==> config.mk <==
export PLATFORM = sky130hd
export DESIGN_NAME = gamepad_report_remap
export DESIGN_NICKNAME = d
export VERILOG_FILES = /design/src/sv/grr_pkg.sv /design/src/sv/grr_pipe_ctrl.sv /design/src/sv/grr_btn_map.sv /design/src/sv/grr_axis.sv /design/src/sv/gamepad_report_remap.sv
export VERILOG_INCLUDE_DIRS = /design/src /design/src/sv
export SDC_FILE = /design/constraint.sdc
export NUM_CORES = 2
export LEC_CHECK = 0
export ABC_AREA = 1
export BUFFER_PORTS_ARGS = -buffer_cell sky130_fd_sc_hd__buf_2
export CORE_ASPECT_RATIO = 0.9
export CORE_MARGIN = 3
export CORE_UTILIZATION = 54
export CTS_CLUSTER_SIZE = 25
export DETAILED_ROUTE_END_ITERATION = 8
export PLACE_DENSITY = 0.7
export SKIP_LAST_GASP = 1
export SYNTH_ARGS = -nofsm -noshare
export SYNTH_HDL_FRONTEND = slang
export SYNTH_HIERARCHICAL = 1
export SYNTH_SLANG_ARGS = --single-unit
==> constraint.sdc <==
create_clock -name clk -period 13.32 [get_ports clk]
set_input_delay 1.332 -clock clk [delete_from_list [all_inputs] [get_ports clk]]
set_output_delay 1.332 -clock clk [all_outputs]
set_load 0.03 [all_outputs]
==> src/sv/gamepad_report_remap_macros.svh <==
// Assertion macros for the controller translator RTL.
// No dependencies; included by the files that carry assertions.
`ifndef GAMEPAD_REPORT_REMAP_MACROS_SVH
`define GAMEPAD_REPORT_REMAP_MACROS_SVH

// Same-cycle implication, disabled while reset is asserted
`define GRR_ASSERT_IMP(label, clk, rst_n, ante, cons, msg) \
	label: assert property (@(posedge clk) disable iff (!rst_n) (ante) |-> (cons)) \
		else $error(msg);

// Next-cycle implication, disabled while reset is asserted
`define GRR_ASSERT_NXT(label, clk, rst_n, ante, cons, msg) \
	label: assert property (@(posedge clk) disable iff (!rst_n) (ante) |=> (cons)) \
		else $error(msg);

`endif

==> src/sv/grr_pkg.sv <==
// Shared types, constants and the divider step for the controller translator.
// No dependencies; used by every module of the block.
package grr_pkg;

	localparam int NUM_STAGES = 5;

	localparam int BTN_W  = 14;
	localparam int HAT_W  = 4;
	localparam int AXIS_W = 16;
	localparam int OUT_W  = 8;
	localparam int DZ_W   = 15;
	localparam int TRIG_W = 8;
	localparam int NUM_W  = 23;

	// Configuration register indexes
	localparam logic REG_DEAD_ZONE    = 1'b0;
	localparam logic REG_TRIG_THRESH  = 1'b1;

	localparam logic [DZ_W-1:0]   DEAD_ZONE_RST   = 15'd8000;
	localparam logic [TRIG_W-1:0] TRIG_THRESH_RST = 8'd128;

	// Hat codes
	localparam logic [HAT_W-1:0] HAT_N      = 4'd0;
	localparam logic [HAT_W-1:0] HAT_NE     = 4'd1;
	localparam logic [HAT_W-1:0] HAT_E      = 4'd2;
	localparam logic [HAT_W-1:0] HAT_SE     = 4'd3;
	localparam logic [HAT_W-1:0] HAT_S      = 4'd4;
	localparam logic [HAT_W-1:0] HAT_SW     = 4'd5;
	localparam logic [HAT_W-1:0] HAT_W_DIR  = 4'd6;
	localparam logic [HAT_W-1:0] HAT_NW     = 4'd7;
	localparam logic [HAT_W-1:0] HAT_CENTRE = 4'd8;

	// Axis scaling constants
	localparam logic [AXIS_W-1:0] POS_FULL   = 16'd32767;
	localparam logic [AXIS_W-1:0] NEG_FULL   = 16'd32768;
	localparam logic [OUT_W-1:0]  OUT_CENTRE = 8'd128;
	localparam logic [OUT_W-1:0]  OUT_MAX    = 8'd255;
	localparam logic [OUT_W-1:0]  OUT_MIN    = 8'd0;

	typedef struct packed {
		logic [BTN_W-1:0] buttons;
		logic [HAT_W-1:0] hat;
	} btn_hat_t;

	typedef struct packed {
		logic [NUM_STAGES-1:0] en;
	} stage_ctl_t;

	// One restoring division step: shift in a numerator bit, subtract if it fits.
	// Result is {quotient bit, new remainder}.
	function automatic logic [AXIS_W:0] div_step(input logic [AXIS_W-1:0] rem,
			input logic nbit, input logic [AXIS_W-1:0] den);
		logic [AXIS_W:0] sh;
		logic [AXIS_W:0] diff;
		sh   = {rem, nbit};
		diff = sh - {1'b0, den};
		if (sh >= {1'b0, den}) begin
			div_step = {1'b1, diff[AXIS_W-1:0]};
		end else begin
			div_step = {1'b0, sh[AXIS_W-1:0]};
		end
	endfunction

endpackage

==> src/sv/grr_pipe_ctrl.sv <==
// Stage valid bits and load enables for the five-stage translator pipeline.
// Depends on grr_pkg and gamepad_report_remap_macros.svh.
`include "gamepad_report_remap_macros.svh"

module grr_pipe_ctrl (
	input  logic                clk,
	input  logic                arst_n,
	input  logic                in_valid,
	output logic                in_ready,
	output logic                out_valid,
	input  logic                out_ready,
	output grr_pkg::stage_ctl_t ctl
);

	logic [grr_pkg::NUM_STAGES-1:0] vld_q;
	logic [grr_pkg::NUM_STAGES-1:0] en;
	logic                           in_acc;
	logic                           out_acc;

	// A stage loads when empty or when the one after it moves on
	always_comb begin
		en[grr_pkg::NUM_STAGES-1] = !vld_q[grr_pkg::NUM_STAGES-1] || out_ready;
		for (int k = grr_pkg::NUM_STAGES - 2; k >= 0; k--) begin
			en[k] = !vld_q[k] || en[k+1];
		end
	end

	always_ff @(posedge clk or negedge arst_n) begin
		if (!arst_n) begin
			vld_q <= '0;
		end else begin
			if (en[0]) begin
				vld_q[0] <= in_valid;
			end
			for (int k = 1; k < grr_pkg::NUM_STAGES; k++) begin
				if (en[k]) begin
					vld_q[k] <= vld_q[k-1];
				end
			end
		end
	end

	assign in_ready  = en[0];
	assign out_valid = vld_q[grr_pkg::NUM_STAGES-1];
	assign ctl.en    = en;
	assign in_acc    = in_valid && in_ready;
	assign out_acc   = out_valid && out_ready;

	`GRR_ASSERT_NXT(a_item_count, clk, arst_n, 1'b1, $countones(vld_q) == $past($countones(vld_q)) + int'($past(in_acc)) - int'($past(out_acc)), "item lost or duplicated in pipeline")
	`GRR_ASSERT_IMP(a_bubble_ready, clk, arst_n, $countones(vld_q) < grr_pkg::NUM_STAGES, in_ready, "input stalled with a free stage")
	`GRR_ASSERT_IMP(a_drain_ready, clk, arst_n, out_ready, in_ready, "input stalled while output drains")

endmodule

==> src/sv/grr_btn_map.sv <==
// Button remapping, trigger threshold and d-pad to hat encoding.
// Depends on grr_pkg.
module grr_btn_map (
	input  logic [15:0]                    button_mask,
	input  logic [grr_pkg::TRIG_W-1:0]     left_trigger,
	input  logic [grr_pkg::TRIG_W-1:0]     right_trigger,
	input  logic [grr_pkg::TRIG_W-1:0]     trigger_threshold,
	output grr_pkg::btn_hat_t              btn
);

	// Input mask bits
	localparam int M_UP = 0, M_DN = 1, M_LF = 2, M_RG = 3;
	localparam int M_START = 4, M_BACK = 5, M_LTHUMB = 6, M_RTHUMB = 7;
	localparam int M_LSH = 8, M_RSH = 9, M_A = 12, M_B = 13, M_X = 14, M_Y = 15;
	// Report bits
	localparam int R_Y = 0, R_B = 1, R_A = 2, R_X = 3, R_L = 4, R_R = 5;
	localparam int R_ZL = 6, R_ZR = 7, R_MINUS = 8, R_PLUS = 9;
	localparam int R_LSTICK = 10, R_RSTICK = 11, R_HOME = 12, R_CAPTURE = 13;

	logic home;
	logic capture;
	logic up, dn, lf, rg;

	assign home    = button_mask[M_LTHUMB] && button_mask[M_RTHUMB];
	assign capture = button_mask[M_BACK] && button_mask[M_START];
	assign up      = button_mask[M_UP];
	assign dn      = button_mask[M_DN];
	assign lf      = button_mask[M_LF];
	assign rg      = button_mask[M_RG];

	always_comb begin
		btn.buttons            = '0;
		btn.buttons[R_Y]       = button_mask[M_X];
		btn.buttons[R_B]       = button_mask[M_A];
		btn.buttons[R_A]       = button_mask[M_B];
		btn.buttons[R_X]       = button_mask[M_Y];
		btn.buttons[R_L]       = button_mask[M_LSH];
		btn.buttons[R_R]       = button_mask[M_RSH];
		btn.buttons[R_ZL]      = left_trigger > trigger_threshold;
		btn.buttons[R_ZR]      = right_trigger > trigger_threshold;
		// combos replace their component buttons
		btn.buttons[R_MINUS]   = button_mask[M_BACK] && !capture;
		btn.buttons[R_PLUS]    = button_mask[M_START] && !capture;
		btn.buttons[R_LSTICK]  = button_mask[M_LTHUMB] && !home;
		btn.buttons[R_RSTICK]  = button_mask[M_RTHUMB] && !home;
		btn.buttons[R_HOME]    = home;
		btn.buttons[R_CAPTURE] = capture;

		// diagonals first, then single directions
		priority if (up && rg) begin
			btn.hat = grr_pkg::HAT_NE;
		end else if (up && lf) begin
			btn.hat = grr_pkg::HAT_NW;
		end else if (dn && rg) begin
			btn.hat = grr_pkg::HAT_SE;
		end else if (dn && lf) begin
			btn.hat = grr_pkg::HAT_SW;
		end else if (up) begin
			btn.hat = grr_pkg::HAT_N;
		end else if (dn) begin
			btn.hat = grr_pkg::HAT_S;
		end else if (lf) begin
			btn.hat = grr_pkg::HAT_W_DIR;
		end else if (rg) begin
			btn.hat = grr_pkg::HAT_E;
		end else begin
			btn.hat = grr_pkg::HAT_CENTRE;
		end
	end

endmodule

==> src/sv/grr_axis.sv <==
// Five-stage dead-zone and scaling datapath for one stick axis.
// Depends on grr_pkg; stage enables come from grr_pipe_ctrl.
module grr_axis (
	input  logic                              clk,
	input  grr_pkg::stage_ctl_t               ctl,
	input  logic [grr_pkg::DZ_W-1:0]          dead_zone,
	input  logic                              invert,
	input  logic signed [grr_pkg::AXIS_W-1:0] axis_in,
	output logic [grr_pkg::OUT_W-1:0]         axis_out
);

	localparam int AW = grr_pkg::AXIS_W;
	localparam int NW = grr_pkg::NUM_W;
	localparam int OW = grr_pkg::OUT_W;

	// stage 1: classify and form numerator factor and divisor
	logic signed [AW:0] vx, dx, dpos, mag, dneg;
	logic [AW-1:0]      den_pos, den_neg;
	logic               band_c, pos_c;

	logic [AW-1:0] diff_s1, den_s1;
	logic          pos_s1, band_s1, sat_s1;

	always_comb begin
		vx      = {axis_in[AW-1], axis_in};
		dx      = signed'({2'b00, dead_zone});
		band_c  = (vx > -dx) && (vx < dx);
		pos_c   = vx >= dx;
		dpos    = vx - dx;
		mag     = -vx;
		dneg    = mag - dx;
		den_pos = grr_pkg::POS_FULL - {1'b0, dead_zone};
		den_neg = grr_pkg::NEG_FULL - {1'b0, dead_zone};
	end

	always_ff @(posedge clk) begin
		if (ctl.en[0]) begin
			diff_s1 <= pos_c ? dpos[AW-1:0] : dneg[AW-1:0];
			den_s1  <= pos_c ? den_pos : den_neg;
			pos_s1  <= pos_c;
			band_s1 <= band_c;
			sat_s1  <= pos_c && (den_pos == '0);
		end
	end

	// stage 2: numerator, times 127 on the positive side and 128 on the negative
	logic [NW-1:0] num_s2;
	logic [AW-1:0] den_s2;
	logic          pos_s2, band_s2, sat_s2;

	always_ff @(posedge clk) begin
		if (ctl.en[1]) begin
			num_s2  <= pos_s1 ? ({diff_s1, 7'b0} - {7'b0, diff_s1}) : {diff_s1, 7'b0};
			den_s2  <= den_s1;
			pos_s2  <= pos_s1;
			band_s2 <= band_s1;
			sat_s2  <= sat_s1;
		end
	end

	// stage 3: quotient bits 7..5 (quotient is known to fit in eight bits)
	logic [AW:0]   st3_a, st3_b, st3_c;
	logic [AW-1:0] rem_s3, den_s3;
	logic [2:0]    q_s3;
	logic [4:0]    low_s3;
	logic          pos_s3, band_s3, sat_s3;

	always_comb begin
		st3_a = grr_pkg::div_step({1'b0, num_s2[NW-1:8]}, num_s2[7], den_s2);
		st3_b = grr_pkg::div_step(st3_a[AW-1:0], num_s2[6], den_s2);
		st3_c = grr_pkg::div_step(st3_b[AW-1:0], num_s2[5], den_s2);
	end

	always_ff @(posedge clk) begin
		if (ctl.en[2]) begin
			rem_s3  <= st3_c[AW-1:0];
			q_s3    <= {st3_a[AW], st3_b[AW], st3_c[AW]};
			low_s3  <= num_s2[4:0];
			den_s3  <= den_s2;
			pos_s3  <= pos_s2;
			band_s3 <= band_s2;
			sat_s3  <= sat_s2;
		end
	end

	// stage 4: quotient bits 4..2
	logic [AW:0]   st4_a, st4_b, st4_c;
	logic [AW-1:0] rem_s4, den_s4;
	logic [5:0]    q_s4;
	logic [1:0]    low_s4;
	logic          pos_s4, band_s4, sat_s4;

	always_comb begin
		st4_a = grr_pkg::div_step(rem_s3, low_s3[4], den_s3);
		st4_b = grr_pkg::div_step(st4_a[AW-1:0], low_s3[3], den_s3);
		st4_c = grr_pkg::div_step(st4_b[AW-1:0], low_s3[2], den_s3);
	end

	always_ff @(posedge clk) begin
		if (ctl.en[3]) begin
			rem_s4  <= st4_c[AW-1:0];
			q_s4    <= {q_s3, st4_a[AW], st4_b[AW], st4_c[AW]};
			low_s4  <= low_s3[1:0];
			den_s4  <= den_s3;
			pos_s4  <= pos_s3;
			band_s4 <= band_s3;
			sat_s4  <= sat_s3;
		end
	end

	// stage 5: last two quotient bits, offset from centre, clamp, invert, and centre inside the dead band
	logic [AW:0]   st5_a, st5_b;
	logic [OW-1:0] quo;
	logic [OW:0]   sum_c, dif_c;
	logic [OW-1:0] scaled;
	logic [OW-1:0] axis_s5;

	always_comb begin
		st5_a = grr_pkg::div_step(rem_s4, low_s4[1], den_s4);
		st5_b = grr_pkg::div_step(st5_a[AW-1:0], low_s4[0], den_s4);
		quo   = {q_s4, st5_a[AW], st5_b[AW]};
		sum_c = {1'b0, grr_pkg::OUT_CENTRE} + {1'b0, quo};
		dif_c = {1'b0, grr_pkg::OUT_CENTRE} - {1'b0, quo};
		if (sat_s4) begin
			scaled = grr_pkg::OUT_MAX;
		end else if (pos_s4) begin
			scaled = sum_c[OW] ? grr_pkg::OUT_MAX : sum_c[OW-1:0];
		end else begin
			scaled = dif_c[OW] ? grr_pkg::OUT_MIN : dif_c[OW-1:0];
		end
	end

	always_ff @(posedge clk) begin
		if (ctl.en[4]) begin
			if (band_s4) begin
				axis_s5 <= grr_pkg::OUT_CENTRE;
			end else if (invert) begin
				axis_s5 <= grr_pkg::OUT_MAX - scaled;
			end else begin
				axis_s5 <= scaled;
			end
		end
	end

	assign axis_out = axis_s5;

endmodule

==> src/sv/gamepad_report_remap.sv <==
// Top level of the controller sample to report translator.
// Depends on grr_pkg, grr_pipe_ctrl, grr_btn_map and grr_axis.
//
// Takes one controller sample per cycle, for as long as out_ready stays high, and
// returns one report per accepted sample. The stages follow the axis path: range
// check, numerator, then an eight-bit restoring divider spread over three stages,
// with the last stage doubling as the output register.
// Stages fill bubbles on their own, so in_ready falls only when all five hold an
// item and out_ready is low; in_ready follows out_ready combinationally.
// Configuration writes take effect on the next sample and belong to idle time.
module gamepad_report_remap (
	input  logic                              clk,
	input  logic                              arst_n,
	input  logic                              cfg_wr_en,
	input  logic                              cfg_index,
	input  logic [grr_pkg::DZ_W-1:0]          cfg_data,
	input  logic                              in_valid,
	output logic                              in_ready,
	input  logic [15:0]                       button_mask,
	input  logic [grr_pkg::TRIG_W-1:0]        left_trigger,
	input  logic [grr_pkg::TRIG_W-1:0]        right_trigger,
	input  logic signed [grr_pkg::AXIS_W-1:0] left_stick_x,
	input  logic signed [grr_pkg::AXIS_W-1:0] left_stick_y,
	input  logic signed [grr_pkg::AXIS_W-1:0] right_stick_x,
	input  logic signed [grr_pkg::AXIS_W-1:0] right_stick_y,
	output logic                              out_valid,
	input  logic                              out_ready,
	output logic [grr_pkg::BTN_W-1:0]         report_buttons,
	output logic [grr_pkg::HAT_W-1:0]         hat_direction,
	output logic [grr_pkg::OUT_W-1:0]         left_x_out,
	output logic [grr_pkg::OUT_W-1:0]         left_y_out,
	output logic [grr_pkg::OUT_W-1:0]         right_x_out,
	output logic [grr_pkg::OUT_W-1:0]         right_y_out
);

	logic [grr_pkg::DZ_W-1:0]   dead_zone_q;
	logic [grr_pkg::TRIG_W-1:0] trig_thresh_q;

	always_ff @(posedge clk or negedge arst_n) begin
		if (!arst_n) begin
			dead_zone_q   <= grr_pkg::DEAD_ZONE_RST;
			trig_thresh_q <= grr_pkg::TRIG_THRESH_RST;
		end else if (cfg_wr_en) begin
			unique case (cfg_index)
				grr_pkg::REG_DEAD_ZONE: begin
					dead_zone_q <= cfg_data;
				end
				grr_pkg::REG_TRIG_THRESH: begin
					trig_thresh_q <= cfg_data[grr_pkg::TRIG_W-1:0];
				end
				default: begin
				end
			endcase
		end
	end

	grr_pkg::stage_ctl_t ctl;

	grr_pipe_ctrl u_ctrl (
		.clk       (clk),
		.arst_n    (arst_n),
		.in_valid  (in_valid),
		.in_ready  (in_ready),
		.out_valid (out_valid),
		.out_ready (out_ready),
		.ctl       (ctl)
	);

	// Buttons and hat are done in the first stage; carry them alongside the axes
	grr_pkg::btn_hat_t btn_c;
	grr_pkg::btn_hat_t btn_s1, btn_s2, btn_s3, btn_s4, btn_s5;

	grr_btn_map u_btn (
		.button_mask       (button_mask),
		.left_trigger      (left_trigger),
		.right_trigger     (right_trigger),
		.trigger_threshold (trig_thresh_q),
		.btn               (btn_c)
	);

	always_ff @(posedge clk) begin
		if (ctl.en[0]) begin
			btn_s1 <= btn_c;
		end
		if (ctl.en[1]) begin
			btn_s2 <= btn_s1;
		end
		if (ctl.en[2]) begin
			btn_s3 <= btn_s2;
		end
		if (ctl.en[3]) begin
			btn_s4 <= btn_s3;
		end
		if (ctl.en[4]) begin
			btn_s5 <= btn_s4;
		end
	end

	assign report_buttons = btn_s5.buttons;
	assign hat_direction  = btn_s5.hat;

	grr_axis u_left_x (
		.clk       (clk),
		.ctl       (ctl),
		.dead_zone (dead_zone_q),
		.invert    (1'b0),
		.axis_in   (left_stick_x),
		.axis_out  (left_x_out)
	);

	grr_axis u_left_y (
		.clk       (clk),
		.ctl       (ctl),
		.dead_zone (dead_zone_q),
		.invert    (1'b1),
		.axis_in   (left_stick_y),
		.axis_out  (left_y_out)
	);

	grr_axis u_right_x (
		.clk       (clk),
		.ctl       (ctl),
		.dead_zone (dead_zone_q),
		.invert    (1'b0),
		.axis_in   (right_stick_x),
		.axis_out  (right_x_out)
	);

	grr_axis u_right_y (
		.clk       (clk),
		.ctl       (ctl),
		.dead_zone (dead_zone_q),
		.invert    (1'b1),
		.axis_in   (right_stick_y),
		.axis_out  (right_y_out)
	);

endmodule

Yosys cells after proc, flatten, opt, wreduce, memory -nomap -nowiden
Cells that the tools add are included.
{"block": "op_classes", "add_sub_neg": 61, "n_lt_le_gt_ge": 46, "mux": 67, "bitwise_logic": 1, "reduce_logical": 37}
{"cell": "16-bit subtractor", "n": 40}
{"cell": "17-bit 2-to-1 mux", "n": 32}
{"cell": "17-bit by 16-bit greater-or-equal comparator with 1-bit output", "n": 28}
{"cell": "16-bit greater-or-equal comparator", "n": 8}
{"cell": "16-bit 2-to-1 mux", "n": 8}
{"cell": "8-bit 2-to-1 mux", "n": 14}
{"cell": "23-bit 2-to-1 mux", "n": 4}
{"cell": "23-bit by 16-bit subtractor with 23-bit output", "n": 4}
{"cell": "16-bit by 17-bit > comparator with 1-bit output", "n": 4}
{"cell": "16-bit less-than comparator", "n": 4}
{"cell": "16-bit negator", "n": 4}
{"cell": "8-bit by 8-bit adder with 9-bit output (first input constant)", "n": 4}
{"cell": "8-bit by 8-bit subtractor with 9-bit output (first input constant)", "n": 4}
{"cell": "1-bit logical AND", "n": 18}
{"cell": "3-bit 2-to-1 mux", "n": 6}
{"cell": "15-bit negator with 17-bit output", "n": 1}
{"cell": "8-bit > comparator", "n": 2}
{"cell": "16-bit logical NOT", "n": 1}
{"cell": "15-bit by 15-bit subtractor with 16-bit output (first input constant)", "n": 1}
{"cell": "16-bit by 15-bit subtractor with 16-bit output (first input constant)", "n": 1}
{"cell": "8-bit subtractor (first input constant)", "n": 2}
{"cell": "7-bit 2-to-1 mux", "n": 2}
{"cell": "1-bit logical NOT", "n": 7}
{"cell": "7-bit OR reduction", "n": 1}
{"cell": "other kinds (6)", "n": 12}
{"block": "word_totals", "register_bits": 802, "inputBits": 117, "out_inout_bits": 52, "elab_cells": 337}

Longest topological paths before layout
{"block": "depth", "depth_word": 9, "mapped_depth": 40, "depth_no_buf": 39}

Hierarchy
Netlist, hierarchy kept.
{"module": "grr_axis (u_left_x ...)", "instances": 3, "cells_each": 2014, "area_each_um2": 15890.2, "seq_area_each_um2": 5134.9}
{"module": "grr_axis (u_left_y)", "instances": 1, "cells_each": 2007, "area_each_um2": 15882.7, "seq_area_each_um2": 5134.9}
{"module": "gamepad_report_remap", "instances": 1, "cells_each": 193, "area_each_um2": 3688.5, "seq_area_each_um2": 3286.9}
{"module": "grr_btn_map", "instances": 1, "cells_each": 96, "area_each_um2": 563.0, "seq_area_each_um2": 0.0}
{"module": "grr_pipe_ctrl", "instances": 1, "cells_each": 22, "area_each_um2": 215.2, "seq_area_each_um2": 125.1}

Worst setup path after synthesis
OpenSTA, ideal clock, no wires.
{"block": "synth_path", "kind": "input -> register", "from": "input out_ready", "to": "register btn_s2[0] (netlist name), enable pin", "setup_time_ns": 1.505, "arrival_ns": 7.918, "required_time_ns": 11.815, "path_slack_ns": 3.897, "stages": 4, "path_buffers": 0, "cell_sequence": "inv_1 -> nand3_2 -> nor2_4 -> nand2_1"}
{"element": "start, declared", "line_no": "gamepad_report_remap.sv:27", "rtl": "input logic out_ready,"}
{"element": "end signal, assigned", "line_no": "gamepad_report_remap.sv:86", "rtl": "btn_s2 <= btn_s1;"}
{"element": "end, declared", "line_no": "gamepad_report_remap.sv:71", "rtl": "grr_pkg::btn_hat_t btn_s1, btn_s2, btn_s3, btn_s4, btn_s5;"}

Worst setup path after layout
{"block": "layout_path", "from": "register u_left_x.den_s2[11]", "to": "register u_left_x.rem_s3[15], data pin"}
{"block": "layout_between", "elab_chain_cells": 6, "word_cells_on_any_way": 9, "classes_between": "3 x add/sub; 3 x order compare; 3 x mux"}
{"element": "start, declared", "line_no": "grr_axis.sv:48", "rtl": "logic [AW-1:0] den_s2;"}
{"element": "start signal, assigned", "line_no": "grr_axis.sv:54", "rtl": "den_s2 <= den_s1;"}
{"element": "16-bit subtractor / 16-bit greater-or-equal comparator (equally long branches)", "line_no": "grr_pkg.sv:56, grr_pkg.sv:57"}
{"element": "17-bit 2-to-1 mux", "line_no": "grr_pkg.sv:57", "rtl": "if (sh >= {1'b0, den}) begin"}
{"element": "16-bit subtractor / 17-bit by 16-bit greater-or-equal comparator with 1-bit output (equally long branches)", "line_no": "grr_pkg.sv:56, grr_pkg.sv:57"}
{"element": "17-bit 2-to-1 mux", "line_no": "grr_pkg.sv:57"}
{"element": "16-bit subtractor / 17-bit by 16-bit greater-or-equal comparator with 1-bit output (equally long branches)", "line_no": "grr_pkg.sv:56, grr_pkg.sv:57"}
{"element": "17-bit 2-to-1 mux (*)", "line_no": "grr_pkg.sv:57"}
{"element": "via u_left_x.st3_c[15]", "line_no": "grr_axis.sv:62", "rtl": "logic [AW:0] st3_a, st3_b, st3_c;"}
{"element": "end signal, assigned", "line_no": "grr_axis.sv:76", "rtl": "rem_s3 <= st3_c[AW-1:0];"}
{"element": "end, declared", "line_no": "grr_axis.sv:63", "rtl": "logic [AW-1:0] rem_s3, den_s3;"}
The timed path passes the listed nets; every way through them passes the cells marked *.
A chain may end at the register's enable or synchronous reset.

==> results.md <==
* Buffer count from post-CTS setup fixing at 0
* Worst Setup Start Kind: flip-flop
* Mapped Area at 0.06802 mm^2
* Vias in the first global route at 53,830
* Io pins at 169
* Top cell type's share of synthesized area at 34.17%
* Post-synth cell types at 73
* Post-synth EDFFs at 774
* Total grt overflow at 0
* Max frequency at 120.1 MHz
* Max-cap violations at 0
* DIE AREA at 0.1303 mm^2
* Max incr delay on CP at 830 ps
* Post_cts resized at 0
* Shortest period the worst path allows at 8324 ps
* Die height at 342.7 um
* Setup TNS at 0 ps
* Crit Path Max Fanout at 31
* CTS tree: built
* # rows at 122
* Total Routing Usage GR at 27.08%
* Post-CTS Hold Buffers at 0
* Drt pass-1 iters at 6
* Fin crit share at 62.49%
* Drt total wl at 181,300 um
* Slew Limit Fails at 0
* Req. time, crit path at 13,720 ps
* Fraction of layout cells with a size suffix above 1 at 7.080%
* Worst EP arrival at 8720 ps
* Fin. Hold Viols at 0
* DR WL/cell at 17.62 um
* Final-stage net count at 9,489
* Relative slew slack at 26.14%
* Syn Area/Cell at 8.136 um^2
* Synthesized flop and latch total at 802
* Via Count at 57,380
* Num CTS Buffers at 89
* Cells after synthesis at 8,360
* Largest net degree at the start of global routing at 139
* Clock latency at the later pin of the worst-skew pair at 720 ps
* Status: completed
* Slowest stage cell, crit path: a211oi_2
* Clk pin slew, worst setup/hold paths at 60 ps
* Register area share after synthesis at 35.21%
* WS Path Type: reg2reg
* PortBufs at 166
* Synth-to-Final Area Change at 8.226%
* CTS root buf: clkbuf_16
* Residual DRC at 0
* RSZ-0062 raised after global routing: false
* Ys flop type: edfxtp_1
* Placer Congestion at 0.9697
* Number of DRC markers in iteration 0 at 4,846
* Initial antenna violation count at 48
* Initial core utilization at 54.88%
* Worst Setup End Kind: flip-flop
* Final Setup Violations at 0
* Detail Placement HPWL at 143,500 um
* Layout filler cell count at 11,050
* Synth Warn # at 6
* Final Skew at 42.46 ps
* HP Class: reg2reg
* Die W at 380.1 um
* Final ANT Viol Nets at 0
* Drt via density at 5.575
* Async SR Flop Fraction at 3.491%
* Area leader, netlist: edfxtp_1
* Clk sinks at 802
* Core area at 0.1239 mm^2
* CTS max path bufs at 3
* H-tree depth at 3
* Global-route wire length before repair at 285,400 um
* Tightest Pin Transition at 1108 ps
* Synth area leaders: edfxtp_1, ha_1, nand2_1, inv_1, a21oi_1
cell type report:
type	count	area (um^2)	share of cell area, %
clock inverters	60	830.8	1.129
diodes	31	77.57	0.1054
repair buffers	193	1046	1.421
flip-flops and latches	802	23950	32.54
clock buffers	103	2280	3.097
well taps	1674	2095	2.845
inverters	1127	4245	5.767
multi-input cells	6303	39090	53.10
cell families after synthesis:
kind of cell / after synthesis / share of synthesized area, %
and+or+nand+nor: 3325 / 21.19
AOI/OAI and AO/OA: 1577 / 13.13
buffers and inverters: 1262 / 7.409
adders and majority gates: 856 / 16.14
DFF: 802 / 35.21
xor gates and xnor gates: 536 / 6.902
other: 2 / 0.01104
critical path: cells and delay by family (launching register included):
family	cells	cell delay [ps]
compound gates	11	2620
fa+ha+maj	3	1010
buf+inv	4	880
flops	1	440
simple gates	13	3070
synthesized netlist by cell type (10+ instances only):
| cell type | n |
|---|---|
| xor2_1 | 356 |
| xnor2_1 | 180 |
| a21o_1 | 36 |
| nor3_1 | 91 |
| inv_2 | 50 |
| ha_1 | 820 |
| a31oi_1 | 44 |
| nand3_2 | 18 |
| buf_6 | 15 |
| nand2_1 | 1892 |
| nand3_1 | 498 |
| o211ai_1 | 18 |
| dfrtp_1 | 21 |
| o21bai_1 | 33 |
| nand4_1 | 121 |
| edfxtp_1 | 774 |
| nor2_1 | 485 |
| nand3b_1 | 23 |
| buf_4 | 28 |
| a21oi_1 | 661 |
| o21a_1 | 43 |
| buf_2 | 49 |
| or2_1 | 16 |
| a21oi_2 | 26 |
| o21ai_2 | 19 |
| nor4_1 | 33 |
| clkbuf_1 | 42 |
| inv_1 | 1075 |
| o21ai_0 | 468 |
| nand2_2 | 63 |
| or2_2 | 32 |
| a21boi_0 | 20 |
| a211oi_1 | 13 |
| o21ai_1 | 113 |
| o2111ai_1 | 10 |
| fa_1 | 36 |
per-layer routing:
layer  vias up  GRT usage [%]  share of wire, %  routed length (um)
met2      1707          42.70                44               79270
li1      28760              -                 -                   -
met5         -              0             0.077                 140
met1     26640          38.52                47               84370
met4        20          6.905               2.4                4299
met3       263          4.956               7.3               13240
worst paths after layout:
| kind | slack, ps | endpoint | startpoint | cells after the start |
|---|---|---|---|---|
| setup reg to reg | 5000 | u_left_x/rem_s3[15] | u_left_x/den_s2[11] | 31 |
| hold reg to reg | 410 | u_left_x/low_s4[1] | u_left_x/low_s3[1] | 0 |
| min in group asynchronous | 640 | u_ctrl/vld_q[4] | arst_n | 1 |
| hold / removal | 410 | u_left_x/low_s4[1] | u_left_x/low_s3[1] | 0 |
| setup / recovery | 5000 | u_left_x/rem_s3[15] | u_left_x/den_s2[11] | 31 |
| max in group asynchronous | 12250 | dead_zone_q[2] | arst_n | 1 |
cell usage in the layout, fill, tap and decap left out, drive strengths merged, types with 38 or more instances in the layout:
cell type / count
a21o: 38
a21oi: 690
a31oi: 44
buf: 193
clkbuf: 103
edfxtp: 774
ha: 820
inv: 1138
nand2: 1963
nand3: 517
nand4: 124
nor2: 495
nor3: 95
o21a: 43
o21ai: 604
or2: 48
xnor2: 180
xor2: 356
per-stage QoR:
| step | utilization [%] | hold WS, ps | setup WS [ps] | area [um^2] | instances |
|---|---|---|---|---|---|
| 3_5_place_dp | 56.82 | 404.5 | 5157 | 70430 | 10100 |
| 6_report | 59.39 | 410.8 | 4996 | 73620 | 10290 |
| 3_3_place_gp | 56.82 | 400.6 | 5142 | 70430 | 10100 |
| 2_1_floorplan | - | 400.3 | 3897 | 68050 | 8367 |
| 4_1_cts | 59.33 | 406.3 | 5106 | 73540 | 10260 |
| 5_1_grt | 59.35 | 413.9 | 4263 | 73570 | 10270 |
sequential cells by signal (all words and copies together) (netlist names), 18 cells and up:
name	cells
u_right_y/num_s2	23
u_left_x/num_s2	23
btn_s3	18
u_left_y/num_s2	23
btn_s2	18
btn_s1	18
u_right_x/num_s2	23
btn_s4	18
Power is left out: the tool's default activity adds up to more than one toggle a clock period on the data nets, which glitch-free logic cannot reach.
